**src/hdl/arxsc_pkg.sv**
```systemverilog
// Shared types, constants and mixing functions for the ARX byte stream cipher.
// Used by every module under hdl; no dependencies of its own.
package arxsc_pkg;

    localparam int WORD_W      = 32;
    localparam int STATE_WORDS = 16;
    localparam int PRE_ROUNDS  = 6;
    localparam int POST_ROUNDS = 2;
    // each round takes two steps: xor/add half, then the feedback adds
    localparam int MIX_STEPS   = 2 * (PRE_ROUNDS + POST_ROUNDS);
    localparam int STEP_W      = $clog2(MIX_STEPS);
    localparam int SWAP_STEP   = 2 * PRE_ROUNDS - 1;
    localparam int POS_W       = 7;
    localparam int QUEUE_DEPTH = 2;

    localparam logic [POS_W-1:0] BLOCK_BYTES = POS_W'(64);
    localparam logic [31:0] CONST_WORD_10 = 32'h2d343653;
    localparam logic [31:0] CONST_WORD_11 = 32'h2b505243;
    localparam logic [31:0] NIBBLE_MASK   = 32'h0f0f0f0f;

    typedef logic [WORD_W-1:0] word_t;
    typedef word_t [STATE_WORDS-1:0] state_t;

    typedef enum logic {
        REQ_INIT = 1'b0,
        REQ_DATA = 1'b1
    } req_kind_t;

    typedef enum logic [2:0] {
        CFG_KEY0   = 3'd0,
        CFG_KEY1   = 3'd1,
        CFG_KEY2   = 3'd2,
        CFG_KEY3   = 3'd3,
        CFG_IV     = 3'd4,
        CFG_NONCE0 = 3'd5,
        CFG_NONCE1 = 3'd6,
        CFG_CTR    = 3'd7
    } cfg_idx_t;

    typedef struct packed {
        req_kind_t  kind;
        logic [7:0] data;
        logic       last;
    } item_t;

    typedef struct packed {
        logic busy;
        logic done;
    } mix_stat_t;

    function automatic word_t rotl32(input word_t x, input int unsigned amt);
        return (x << amt) | (x >> (WORD_W - amt));
    endfunction

    // xor step and the first three adds of each group
    function automatic state_t mix_half_a(input state_t s);
        state_t n;
        word_t  x0, x1, x2, x3;
        n  = s;
        x0 = s[0] ^ s[15] ^ s[14] ^ s[13];
        x1 = s[1] ^ s[12] ^ s[11] ^ s[10];
        x2 = s[2] ^ s[9] ^ s[8] ^ s[7];
        x3 = s[3] ^ s[6] ^ s[5] ^ s[4];
        n[0]  = x0 + rotl32(s[5], 3);
        n[5]  = s[5] + rotl32(s[10], 5);
        n[10] = s[10] + rotl32(s[15], 7);
        n[4]  = s[4] + rotl32(s[9], 11);
        n[9]  = s[9] + rotl32(s[14], 13);
        n[14] = s[14] + rotl32(x3, 17);
        n[3]  = x3;
        n[8]  = s[8] + rotl32(s[13], 19);
        n[13] = s[13] + rotl32(x2, 23);
        n[2]  = x2 + rotl32(s[7], 29);
        n[12] = s[12] + rotl32(x1, 31);
        n[1]  = x1 + rotl32(s[6], 1);
        n[6]  = s[6] + rotl32(s[11], 2);
        return n;
    endfunction

    // feedback adds that close each group
    function automatic state_t mix_half_b(input state_t s);
        state_t n;
        n     = s;
        n[15] = s[15] + s[0];
        n[3]  = s[3] + s[4];
        n[7]  = s[7] + s[8];
        n[11] = s[11] + s[12];
        return n;
    endfunction

    function automatic state_t nibble_swap(input state_t s);
        state_t n;
        for (int i = 0; i < STATE_WORDS; i++) begin
            n[i] = ((s[i] & NIBBLE_MASK) << 4) | ((s[i] >> 4) & NIBBLE_MASK);
        end
        return n;
    endfunction

endpackage

```
**src/hdl/arxsc_front.sv**
```systemverilog
// Input side: takes stream transactions and queues them as classified items.
// Depends on arxsc_pkg.
module arxsc_front import arxsc_pkg::*; #(
    parameter int DEPTH = QUEUE_DEPTH
) (
    input  logic       aclk,
    input  logic       aresetn,
    input  logic       s_tvalid,
    output logic       s_tready,
    input  logic [7:0] s_tdata,   // [7:0] data_in
    input  logic       s_tuser,   // [0] req_type
    input  logic       s_tlast,
    output logic       q_valid,
    output item_t      q_item,
    input  logic       q_pop
);

    localparam int PTR_W = (DEPTH > 1) ? $clog2(DEPTH) : 1;
    localparam int CNT_W = $clog2(DEPTH + 1);
    localparam logic [PTR_W-1:0] LAST_PTR = PTR_W'(DEPTH - 1);
    localparam logic [CNT_W-1:0] FULL_CNT = CNT_W'(DEPTH);

    item_t            mem_reg [DEPTH];
    logic [PTR_W-1:0] wr_ptr_reg, wr_ptr_next;
    logic [PTR_W-1:0] rd_ptr_reg, rd_ptr_next;
    logic [CNT_W-1:0] count_reg, count_next;
    logic             push;
    item_t            in_item;

    assign s_tready = (count_reg != FULL_CNT);
    assign push     = s_tvalid && s_tready;
    assign q_valid  = (count_reg != '0);
    assign q_item   = mem_reg[rd_ptr_reg];

    always_comb begin
        in_item.kind = req_kind_t'(s_tuser);
        in_item.data = s_tdata;
        in_item.last = s_tlast;
    end

    always_comb begin
        wr_ptr_next = wr_ptr_reg;
        rd_ptr_next = rd_ptr_reg;
        count_next  = count_reg;
        if (push) begin
            wr_ptr_next = (wr_ptr_reg == LAST_PTR) ? '0 : wr_ptr_reg + 1'b1;
        end
        if (q_pop) begin
            rd_ptr_next = (rd_ptr_reg == LAST_PTR) ? '0 : rd_ptr_reg + 1'b1;
        end
        if (push && !q_pop) begin
            count_next = count_reg + 1'b1;
        end else if (q_pop && !push) begin
            count_next = count_reg - 1'b1;
        end
    end

    always_ff @(posedge aclk) begin
        if (!aresetn) begin
            wr_ptr_reg <= '0;
            rd_ptr_reg <= '0;
            count_reg  <= '0;
        end else begin
            wr_ptr_reg <= wr_ptr_next;
            rd_ptr_reg <= rd_ptr_next;
            count_reg  <= count_next;
        end
    end

    always_ff @(posedge aclk) begin
        if (push) begin
            mem_reg[wr_ptr_reg] <= in_item;
        end
    end

endmodule

```
**config.mk**
```make
export PLATFORM = sky130hd
export DESIGN_NAME = arxsc_front
export DESIGN_NICKNAME = d
export VERILOG_FILES = /design/src/hdl/arxsc_pkg.sv /design/src/hdl/arxsc_front.sv
export SDC_FILE = /design/constraint.sdc
export NUM_CORES = 1
export LEC_CHECK = 0
export BUFFER_PORTS_ARGS = -buffer_cell sky130_fd_sc_hd__buf_2
export CELL_PAD_IN_SITES_DETAIL_PLACEMENT = 0
export CELL_PAD_IN_SITES_GLOBAL_PLACEMENT = 1
export CORE_MARGIN = 1
export CORE_UTILIZATION = 35
export CTS_BUF_LIST = sky130_fd_sc_hd__clkbuf_4
export CTS_CLUSTER_DIAMETER = 150
export DETAILED_ROUTE_END_ITERATION = 7
export PLACE_DENSITY = 0.74
export REMOVE_ABC_BUFFERS = 1
export SLEW_MARGIN = 30
export SYNTH_ARGS = -nofsm -noshare
export SYNTH_HDL_FRONTEND = slang
export SYNTH_SLANG_ARGS = --single-unit
```
**constraint.sdc**
```tcl
create_clock -name aclk -period 2.37 [get_ports aclk]
set_clock_uncertainty 0.05 [all_clocks]
set_input_delay 0.474 -clock aclk [delete_from_list [all_inputs] [get_ports aclk]]
set_output_delay 0.474 -clock aclk [all_outputs]
set_load 0.03 [all_outputs]
```
==> flow_summary.json <==
{
  "status": "finished clean",
  "die_height_um": 53.92,
  "drtIter0Drc": 4,
  "syn_to_final_growth_pct": 19.89,
  "syn_area_um2": 943.4,
  "reg2reg_slack_ps": 710,
  "slew-limit-headroom_pct": 67.63,
  "cts_hold_buf": 0,
  "yosysSeqAreaShare_pct": 74.27,
  "antenna_found_initial": 0,
  "die_w_um": 53.92,
  "clock_latency_ps": 300,
  "p_per_area_nw_per_um2": 848.1,
  "rr_endpoint": "count_reg[1]",
  "hold_path_class": "primary input to register",
  "finalCritPeriodShare_pct": 84.99,
  "start_util_pct": 37.40,
  "layout.nets": 100,
  "grt_pass1_wl_mm": 2.201,
  "viasPerCell": 4.500,
  "synth_top_area_share_pct": 63.66,
  "cts_made_buffers": 3,
  "crit_type": "register to output port",
  "critPathCaptureType": "output port",
  "overflow": 0,
  "drc": 0,
  "cp_data_arrival_time_ps": 1490,
  "io_pins": 26,
  "syn-instance-count": 56,
  "synth_cell_types": 18,
  "vias": 513,
  "avgSynthCellArea_um2": 16.85,
  "cts.clk_slew.worst_paths_ps": 130,
  "max_freq_mhz": 496.5,
  "cts.sinks": 25,
  "ff2ff_path_depth": 5,
  "dieArea_um2": 2907,
  "synth_area_leaders": "edfxtp_1 64%, mux2_1 12%, dfxtp_1 11%",
  "ir_drop_v": 0.0004981,
  "cts_resized": 0,
  "cts_setup_buffers": 0,
  "maxCapViolCount": 0,
  "wl_mm": 1.434,
  "cp.required_ps": 1850,
  "hold_viol": 0,
  "tightest_slew_ps": 485.5,
  "yosys.area.top_type": "edfxtp_1",
  "cts_root_buffer": "clkbuf_4",
  "yosys_warnings": 0,
  "gp_congestion": 0.6583,
  "post_drt_wl_per_cell_um": 12.58,
  "power_mw": 0.9592,
  "num_antenna_cells": 0,
  "largest_reg_flops": 20,
  "finalMaxSlewViolations": 0,
  "grt_pass1_vias": 484,
  "track_usage_pct": 11.33,
  "drive_gt1_share_pct": 34.52,
  "post-route-min-period_ps": 2014,
  "ctsHtreeMaxLevel": 1,
  "worstPathMaxFanout": 10,
  "ant_nets": 0,
  "tritoncts": "done",
  "grt_max_degree": 14,
  "reg2reg_from": "count_reg[0]",
  "p_leak_nw": 0.4547,
  "drt_pass1_iterations": 4,
  "rsz0062_at_grt": "no",
  "crit_path_start_kind": "register",
  "cts_max_path_buffers": 2,
  "crit_end": "q_item[4]",
  "rows": 18,
  "core_um2": 2522,
  "setup-violations-final": 0,
  "fin_tns_setup_ps": 0,
  "ys_seq_elements": 25,
  "io_buffers": 25
}
## layout by cell type, fill, tap and decap left out, drive strengths merged, types with 2 or more instances in the layout
master	instances
buf	25
a21oi	2
dfxtp	5
inv	3
xor2	2
nor2	3
clkbuf	4
mux2	10
edfxtp	20
## synthesized netlist by cell type
master	n
nand3b_1	1
and3_1	1
edfxtp_1	20
and2_1	1
dfxtp_1	5
nand2b_1	1
buf_2	1
xor2_1	2
or3_1	1
nor2_1	3
ha_1	1
a21bo_1	1
xnor2_1	1
a21oi_1	2
mux2_1	10
o21ai_0	1
or2_1	1
inv_1	3
## worst max-delay path, cell delays in order (launching register included)
cell,delay (ps)
dfxtp_1,630
mux2_1,380
buf_2,180
## metal layers
layer / part of all wire [%] / track usage, % / up-vias
met2: 44 / 18.72 / 23
met3: 9.1 / 3.390 / 0
met4: 0 / 5.263 / 0
li1: - / - / 259
met5: 0 / 0 / -
met1: 47 / 13.41 / 231
## through the flow
stage	util [%]	cell area, µm²	hold slack, ps	cells	setup WS [ps]
CTS	44.84	1131	292.0	114	333.5
detailed placement	43.65	1101	444.9	110	692.3
floorplan	-	938.4	417.0	55	574.9
finish	44.84	1131	297.5	114	355.8
global placement	43.65	1101	445.2	110	695.2
global route	44.84	1131	267.2	114	268.3
## cell type report
| class | instances | area (µm²) |
|---|---|---|
| Inverter | 3 | 11.26 |
| Tap cell | 30 | 37.54 |
| Sequential cell | 25 | 700.7 |
| Timing Repair Buffer | 25 | 125.1 |
| Clock buffer | 4 | 30.03 |
| Fill cell | 250 | 1391 |
| Multi-Input combinational cell | 27 | 226.5 |
## worst min path at each step
stage          slack (ps)             to  depth (start not counted)    startpoint
5_1_grt               270  mem_reg[0][3]                          1    s_tdata[2]
6_report              300  mem_reg[0][8]                          1    s_tdata[7]
3_5_place_dp          440   count_reg[1]                          2  count_reg[1]
3_3_place_gp          450   count_reg[1]                          2  count_reg[1]
2_1_floorplan         420   count_reg[1]                          2  count_reg[1]
4_1_cts               290  mem_reg[1][6]                          1    s_tdata[5]
## where the power goes
group / switching, mW / leakage, nW / internal (mW)
sequential: 0.0225 / 0.228 / 0.528
combinational: 0.140 / 0.208 / 0.0751
clock: 0.117 / 0.0184 / 0.0770
total: 0.279 / 0.455 / 0.680
## cell families (layout without fill, tap and decap cells)
logic type,Yosys count,in the layout,share of synthesized area [%]
flip-flops,25,25,74.27
multiplexers,10,10,11.94
AND/OR/NAND/NOR,9,9,5.307
AO/OA/AOI/OAI,4,4,2.652
buffers and inverters,4,32,1.724
XOR/XNOR,3,3,2.786
adder cells (fa/ha/maj),1,1,1.326
Power figures use the tool's default switching activity.
