--- src/hdl/arxsc_pkg.sv ---
// Shared types, constants and mixing functions for the ARX byte stream cipher.
// Used by every module under hdl; no dependencies of its own.
package arxsc_pkg;

    localparam int WORD_W      = 32;
    localparam int STATE_WORDS = 16;
    localparam int PRE_ROUNDS  = 6;
    localparam int POST_ROUNDS = 2;
    // each round takes two steps: xor/add half, then the feedback adds
    localparam int MIX_STEPS   = 2 * (PRE_ROUNDS + POST_ROUNDS);
    localparam int STEP_W      = $clog2(MIX_STEPS);
    localparam int SWAP_STEP   = 2 * PRE_ROUNDS - 1;
    localparam int POS_W       = 7;
    localparam int QUEUE_DEPTH = 2;

    localparam logic [POS_W-1:0] BLOCK_BYTES = POS_W'(64);
    localparam logic [31:0] CONST_WORD_10 = 32'h2d343653;
    localparam logic [31:0] CONST_WORD_11 = 32'h2b505243;
    localparam logic [31:0] NIBBLE_MASK   = 32'h0f0f0f0f;

    typedef logic [WORD_W-1:0] word_t;
    typedef word_t [STATE_WORDS-1:0] state_t;

    typedef enum logic {
        REQ_INIT = 1'b0,
        REQ_DATA = 1'b1
    } req_kind_t;

    typedef enum logic [2:0] {
        CFG_KEY0   = 3'd0,
        CFG_KEY1   = 3'd1,
        CFG_KEY2   = 3'd2,
        CFG_KEY3   = 3'd3,
        CFG_IV     = 3'd4,
        CFG_NONCE0 = 3'd5,
        CFG_NONCE1 = 3'd6,
        CFG_CTR    = 3'd7
    } cfg_idx_t;

    typedef struct packed {
        req_kind_t  kind;
        logic [7:0] data;
        logic       last;
    } item_t;

    typedef struct packed {
        logic busy;
        logic done;
    } mix_stat_t;

    function automatic word_t rotl32(input word_t x, input int unsigned amt);
        return (x << amt) | (x >> (WORD_W - amt));
    endfunction

    // xor step and the first three adds of each group
    function automatic state_t mix_half_a(input state_t s);
        state_t n;
        word_t  x0, x1, x2, x3;
        n  = s;
        x0 = s[0] ^ s[15] ^ s[14] ^ s[13];
        x1 = s[1] ^ s[12] ^ s[11] ^ s[10];
        x2 = s[2] ^ s[9] ^ s[8] ^ s[7];
        x3 = s[3] ^ s[6] ^ s[5] ^ s[4];
        n[0]  = x0 + rotl32(s[5], 3);
        n[5]  = s[5] + rotl32(s[10], 5);
        n[10] = s[10] + rotl32(s[15], 7);
        n[4]  = s[4] + rotl32(s[9], 11);
        n[9]  = s[9] + rotl32(s[14], 13);
        n[14] = s[14] + rotl32(x3, 17);
        n[3]  = x3;
        n[8]  = s[8] + rotl32(s[13], 19);
        n[13] = s[13] + rotl32(x2, 23);
        n[2]  = x2 + rotl32(s[7], 29);
        n[12] = s[12] + rotl32(x1, 31);
        n[1]  = x1 + rotl32(s[6], 1);
        n[6]  = s[6] + rotl32(s[11], 2);
        return n;
    endfunction

    // feedback adds that close each group
    function automatic state_t mix_half_b(input state_t s);
        state_t n;
        n     = s;
        n[15] = s[15] + s[0];
        n[3]  = s[3] + s[4];
        n[7]  = s[7] + s[8];
        n[11] = s[11] + s[12];
        return n;
    endfunction

    function automatic state_t nibble_swap(input state_t s);
        state_t n;
        for (int i = 0; i < STATE_WORDS; i++) begin
            n[i] = ((s[i] & NIBBLE_MASK) << 4) | ((s[i] >> 4) & NIBBLE_MASK);
        end
        return n;
    endfunction

endpackage

--- src/hdl/arxsc_back.sv ---
// Execution side: keeps the current and precomputed keystream blocks, the stream
// position and the output register. Depends on arxsc_pkg.
module arxsc_back import arxsc_pkg::*; (
    input  logic       aclk,
    input  logic       aresetn,
    input  logic       q_valid,
    input  item_t      q_item,
    output logic       q_pop,
    input  state_t     load_words,
    input  mix_stat_t  mix_stat,
    input  state_t     mix_result,
    output logic       mix_start,
    output state_t     mix_state_in,
    output logic       m_tvalid,
    input  logic       m_tready,
    output logic [7:0] m_tdata,   // [7:0] data_out
    output logic       m_tlast
);

    state_t           cur_reg;
    state_t           nxt_reg;
    logic             nxt_valid_reg;
    logic             chain_reg;
    logic [POS_W-1:0] pos_reg, pos_next;
    logic             m_valid_reg;
    logic [7:0]       m_data_reg;
    logic             m_last_reg;

    logic       out_free;
    logic       is_data;
    logic       pop_init;
    logic       pop_data;
    logic       take_next;
    word_t      cur_word;
    logic [7:0] ks_byte;

    assign out_free  = !m_valid_reg || m_tready;
    assign is_data   = (q_item.kind == REQ_DATA);
    assign pop_init  = q_valid && !is_data;
    assign pop_data  = q_valid && is_data && out_free && (!pos_reg[POS_W-1] || nxt_valid_reg);
    assign take_next = pop_data && pos_reg[POS_W-1];
    assign q_pop     = pop_init || pop_data;

    // an init restarts the mixer; a finished init update is fed straight back
    assign mix_start = pop_init || take_next || (mix_stat.done && chain_reg);

    always_comb begin
        if (pop_init) begin
            mix_state_in = load_words;
        end else if (take_next) begin
            mix_state_in = nxt_reg;
        end else begin
            mix_state_in = mix_result;
        end
    end

    always_comb begin
        cur_word = cur_reg[pos_reg[5:2]];
        if (pos_reg[POS_W-1]) begin
            ks_byte = nxt_reg[0][7:0];
        end else begin
            ks_byte = 8'(cur_word >> {pos_reg[1:0], 3'b000});
        end
    end

    always_comb begin
        pos_next = pos_reg;
        if (pop_init) begin
            pos_next = BLOCK_BYTES;
        end else if (pop_data) begin
            if (q_item.last) begin
                pos_next = BLOCK_BYTES;
            end else if (take_next) begin
                pos_next = POS_W'(1);
            end else begin
                pos_next = pos_reg + 1'b1;
            end
        end
    end

    always_ff @(posedge aclk) begin
        if (!aresetn) begin
            nxt_valid_reg <= 1'b0;
            chain_reg     <= 1'b0;
            pos_reg       <= BLOCK_BYTES;
            m_valid_reg   <= 1'b0;
        end else begin
            pos_reg <= pos_next;
            if (pop_init) begin
                chain_reg     <= 1'b1;
                nxt_valid_reg <= 1'b0;
            end else if (mix_stat.done) begin
                if (chain_reg) begin
                    chain_reg <= 1'b0;
                end else begin
                    nxt_valid_reg <= 1'b1;
                end
            end else if (take_next) begin
                nxt_valid_reg <= 1'b0;
            end
            if (pop_data) begin
                m_valid_reg <= 1'b1;
            end else if (m_tready) begin
                m_valid_reg <= 1'b0;
            end
        end
    end

    always_ff @(posedge aclk) begin
        if (!pop_init && mix_stat.done) begin
            if (chain_reg) begin
                cur_reg <= mix_result;
            end else begin
                nxt_reg <= mix_result;
            end
        end else if (take_next) begin
            cur_reg <= nxt_reg;
        end
        if (pop_data) begin
            m_data_reg <= q_item.data ^ ks_byte;
            m_last_reg <= q_item.last;
        end
    end

    assign m_tvalid = m_valid_reg;
    assign m_tdata  = m_data_reg;
    assign m_tlast  = m_last_reg;

    a_done_free_slot: assert property (@(posedge aclk) disable iff (!aresetn)
        mix_stat.done |-> !nxt_valid_reg)
        else $error("mixer finished while the next block was still held");

    a_ready_idle: assert property (@(posedge aclk) disable iff (!aresetn)
        nxt_valid_reg |-> !mix_stat.busy)
        else $error("next block marked ready while the mixer runs");

    a_pos_range: assert property (@(posedge aclk) disable iff (!aresetn)
        pos_reg[POS_W-1] |-> (pos_reg[POS_W-2:0] == '0))
        else $error("stream position beyond one block");

    a_fresh_block: assert property (@(posedge aclk) disable iff (!aresetn)
        take_next |=> (pos_reg == POS_W'(1) || pos_reg == BLOCK_BYTES))
        else $error("wrong position after switching to a new block");

endmodule

--- config.mk ---
export PLATFORM = sky130hd
export DESIGN_NAME = arxsc_back
export DESIGN_NICKNAME = d
export VERILOG_FILES = /design/src/hdl/arxsc_pkg.sv /design/src/hdl/arxsc_back.sv
export SDC_FILE = /design/constraint.sdc
export NUM_CORES = 2
export LEC_CHECK = 0
export ABC_AREA = 1
export ABC_CLOCK_PERIOD_IN_PS = 183300
export CAP_MARGIN = 20
export CORE_AREA = 2 2 602 604
export CTS_CLUSTER_DIAMETER = 50
export DETAILED_ROUTE_END_ITERATION = 6
export DIE_AREA = 0 0 604 606
export DONT_BUFFER_PORTS = 1
export HOLD_SLACK_MARGIN = 0.1
export PLACE_DENSITY = 0.3
export SLEW_MARGIN = 20
export SYNTH_ARGS = -nofsm -noshare
export SYNTH_HDL_FRONTEND = slang
export SYNTH_SLANG_ARGS = --single-unit
export TNS_END_PERCENT = 50
--- constraint.sdc ---
create_clock -name aclk -period 183.3 [get_ports aclk]
set_input_delay 9.165 -clock aclk [delete_from_list [all_inputs] [get_ports aclk]]
set_output_delay 9.165 -clock aclk [all_outputs]
set_load 0.02 [all_outputs]
==> metrics.cfg <==
[critical_path]
crit_path_max_fanout=135
critPathLaunchType=input port
r2r_slack_ns=178.88
slowest_stage=a21oi_1
max_stage_delay_ns=0.94
endpoint_kind=output pin
path_class=input port to output pin
crit_buf_inv=4
worstPathRequired_ns=174.13
worstPathCellList=inv_1, nand2_1, and3_1, o21ai_4, nor2_8, inv_16, buf_4, buf_4, nand2_1, a21oi_1
worstPathArrival_ns=13.29
path_delay_family=buffers and inverters

[synthesis]
synth-xor-area-share_pct=0.01634
synthFlopType=edfxtp_1
synth_cells=5383
synthMuxAreaShare_pct=10.59
synth_top_family_by_area=simple AND/OR/NAND/NOR gates
yosys.area_share.adder_pct=0.02334
synthSimpleGateAreaFrac_pct=16.34
synth_nets=6424
synth-compound-area-share_pct=9.993
syn_avg_cell_area_um2=9.959
synth_seq_cells=1043
ys_seq_area_share_pct=58.23
synth_enable_flop_cells=1033
syn-cell-area_um2=53610
yosys.cell_types.count=28
yosysWarnings=0
synthArstFlopShare_pct=0

[global_route]
grt-ovfl-total=0
antenna_found_initial=65
grt_max_degree=168
grt_pass1_vias=42509
grt_pass1_wl_um=428700
grtUsageTotal_pct=17.59

[placement]
gp_congestion=0.9394
dp_slack_ns=160.86
io_buffers=0
dp_hpwl_um=260500

[layout]
utilization_pct=18.36
final_common_cell=nand2_1
area.growth.synth_to_final_pct=23.42
fillCellCount=39936
nNetsFinal=6351
final_cell_mix=nand2_1 (1245), edfxtp_1 (1033), a21oi_1 (1017), nor2_1 (550), mux2_2 (504)
drive_above_1_share_pct=18.26

[sta]
rsz0062_at_grt=false
fin_crit_sh_pct=12.25
holdWs_ns=0.5192
hold_violations=0
worstMarginPinSlew_ns=1.204
fmax_ghz=0.04454
tns_ns=0
relSlewSlack_pct=19.74
slew_violations=0
setup_violations=0
timing.final.crit_period_ns=22.45
setup_ws_ns=160.85
clock_skew_ns=0.05400

[floorplanning]
dieWidth_um=604
die_height_um=606
io_pins=1564
num_rows=221
coreArea_um2=360300
start_util_pct=14.88
dieArea_um2=366000

[drt]
via_per_inst=4.122
wl_per_cell_um=32.82
post-route-drc-count=0
drt-total-wl_um=338900
ant_nets=0
first_pass_iters=6
drt-initial-drc-count=3649
vias=42560

[flow_run]
cap_violations=0

[clock_network]
path_clk_slew_ns=0.05
hold_buffers=0
post-cts-setup-buffers=0
ctsResizeCount=0
clk_path_buf_depth=4
numClockSinks=1043
cts_tree=done
cts_buffers=209
root_buffer=clkbuf_16
insertion_delay_ns=0.90
h-tree-depth=4

[power]
p_leak_nw=23.93
powerDensity_nw_per_um2=11.83
ir_drop_mv=0.007128
power_mw=0.7827

[worst_hold_path]
hold_path.class=flop to flop

[outcome]
status=finished clean

-- path summary, 6_finish.rpt --
check / startpoint / endpoint / cells past startpoint
setup / recovery: m_tready / mix_state_in[132] / 10
hold / removal: pos_reg[1] / pos_reg[1] / 2
setup reg to reg: pos_reg[6] / cur_reg[42] / 7
hold reg to reg: pos_reg[1] / pos_reg[1] / 2
-- power by group --
group / internal (mW) / switching (mW)
clock network: 0.251 / 0.150
logic: 0.0223 / 0.0713
registers: 0.283 / 0.00620
-- per-stage QoR --
step | instances | area (um^2)
2_1_floorplan | 5383 | 53610
3_3_place_gp | 9893 | 58810
3_5_place_dp | 9893 | 58820
4_1_cts | 10282 | 66030
5_1_grt | 10314 | 66140
6_report | 10325 | 66170
-- metal layers --
metal	global-route usage (%)	wire length (um)
met1	21.06	136500
met3	5.389	26430
met2	29.33	162800
met5	0	192
met4	6.909	12930
-- worst reg2reg max path, cell delays in order, from the launching register on --
cell and delay [ns]:
dfxtp_1 0.50, inv_2 0.40, o21ai_4 0.21, nor2_8 0.51, inv_16 0.33, a21oi_4 0.55, buf_12 0.69, buf_4 0.76
-- synth_stat cells (all sizes together) (2+ instances only) --
cell type / count / area, um^2
inv: 175 / 659.4
clkbuf: 128 / 480.5
nand3: 394 / 1972
buf: 265 / 1426
nor3: 3 / 15.01
clkinv: 2 / 8.750
o21ai: 14 / 81.33
mux2: 504 / 5675
dfxtp: 10 / 200.2
nor2: 553 / 2092
a21oi: 1049 / 5250
a31oi: 3 / 18.77
edfxtp: 1033 / 31020
nand2: 1246 / 4677
-- cell type report --
| type | count | area (um^2) | area share, % |
|---|---|---|---|
| antenna | 43 | 107.6 | 0.1626 |
| clock buffer | 239 | 5428 | 8.203 |
| clock inverter | 150 | 1778 | 2.687 |
| inverter | 177 | 713.2 | 1.078 |
| multi-input combinational | 3770 | 19970 | 30.18 |
| sequential | 1043 | 31230 | 47.20 |
| tap | 4794 | 5998 | 9.065 |
| timing repair buffer | 109 | 942.2 | 1.424 |
-- cells by family after synthesis --
group	Yosys count
simple gates	2197
mux	504
flops	1043
compound gates	1067
xor+xnor	1
buf+inv	570
fa+ha+maj	1
Note: power is estimated with default switching activity, not from simulation.
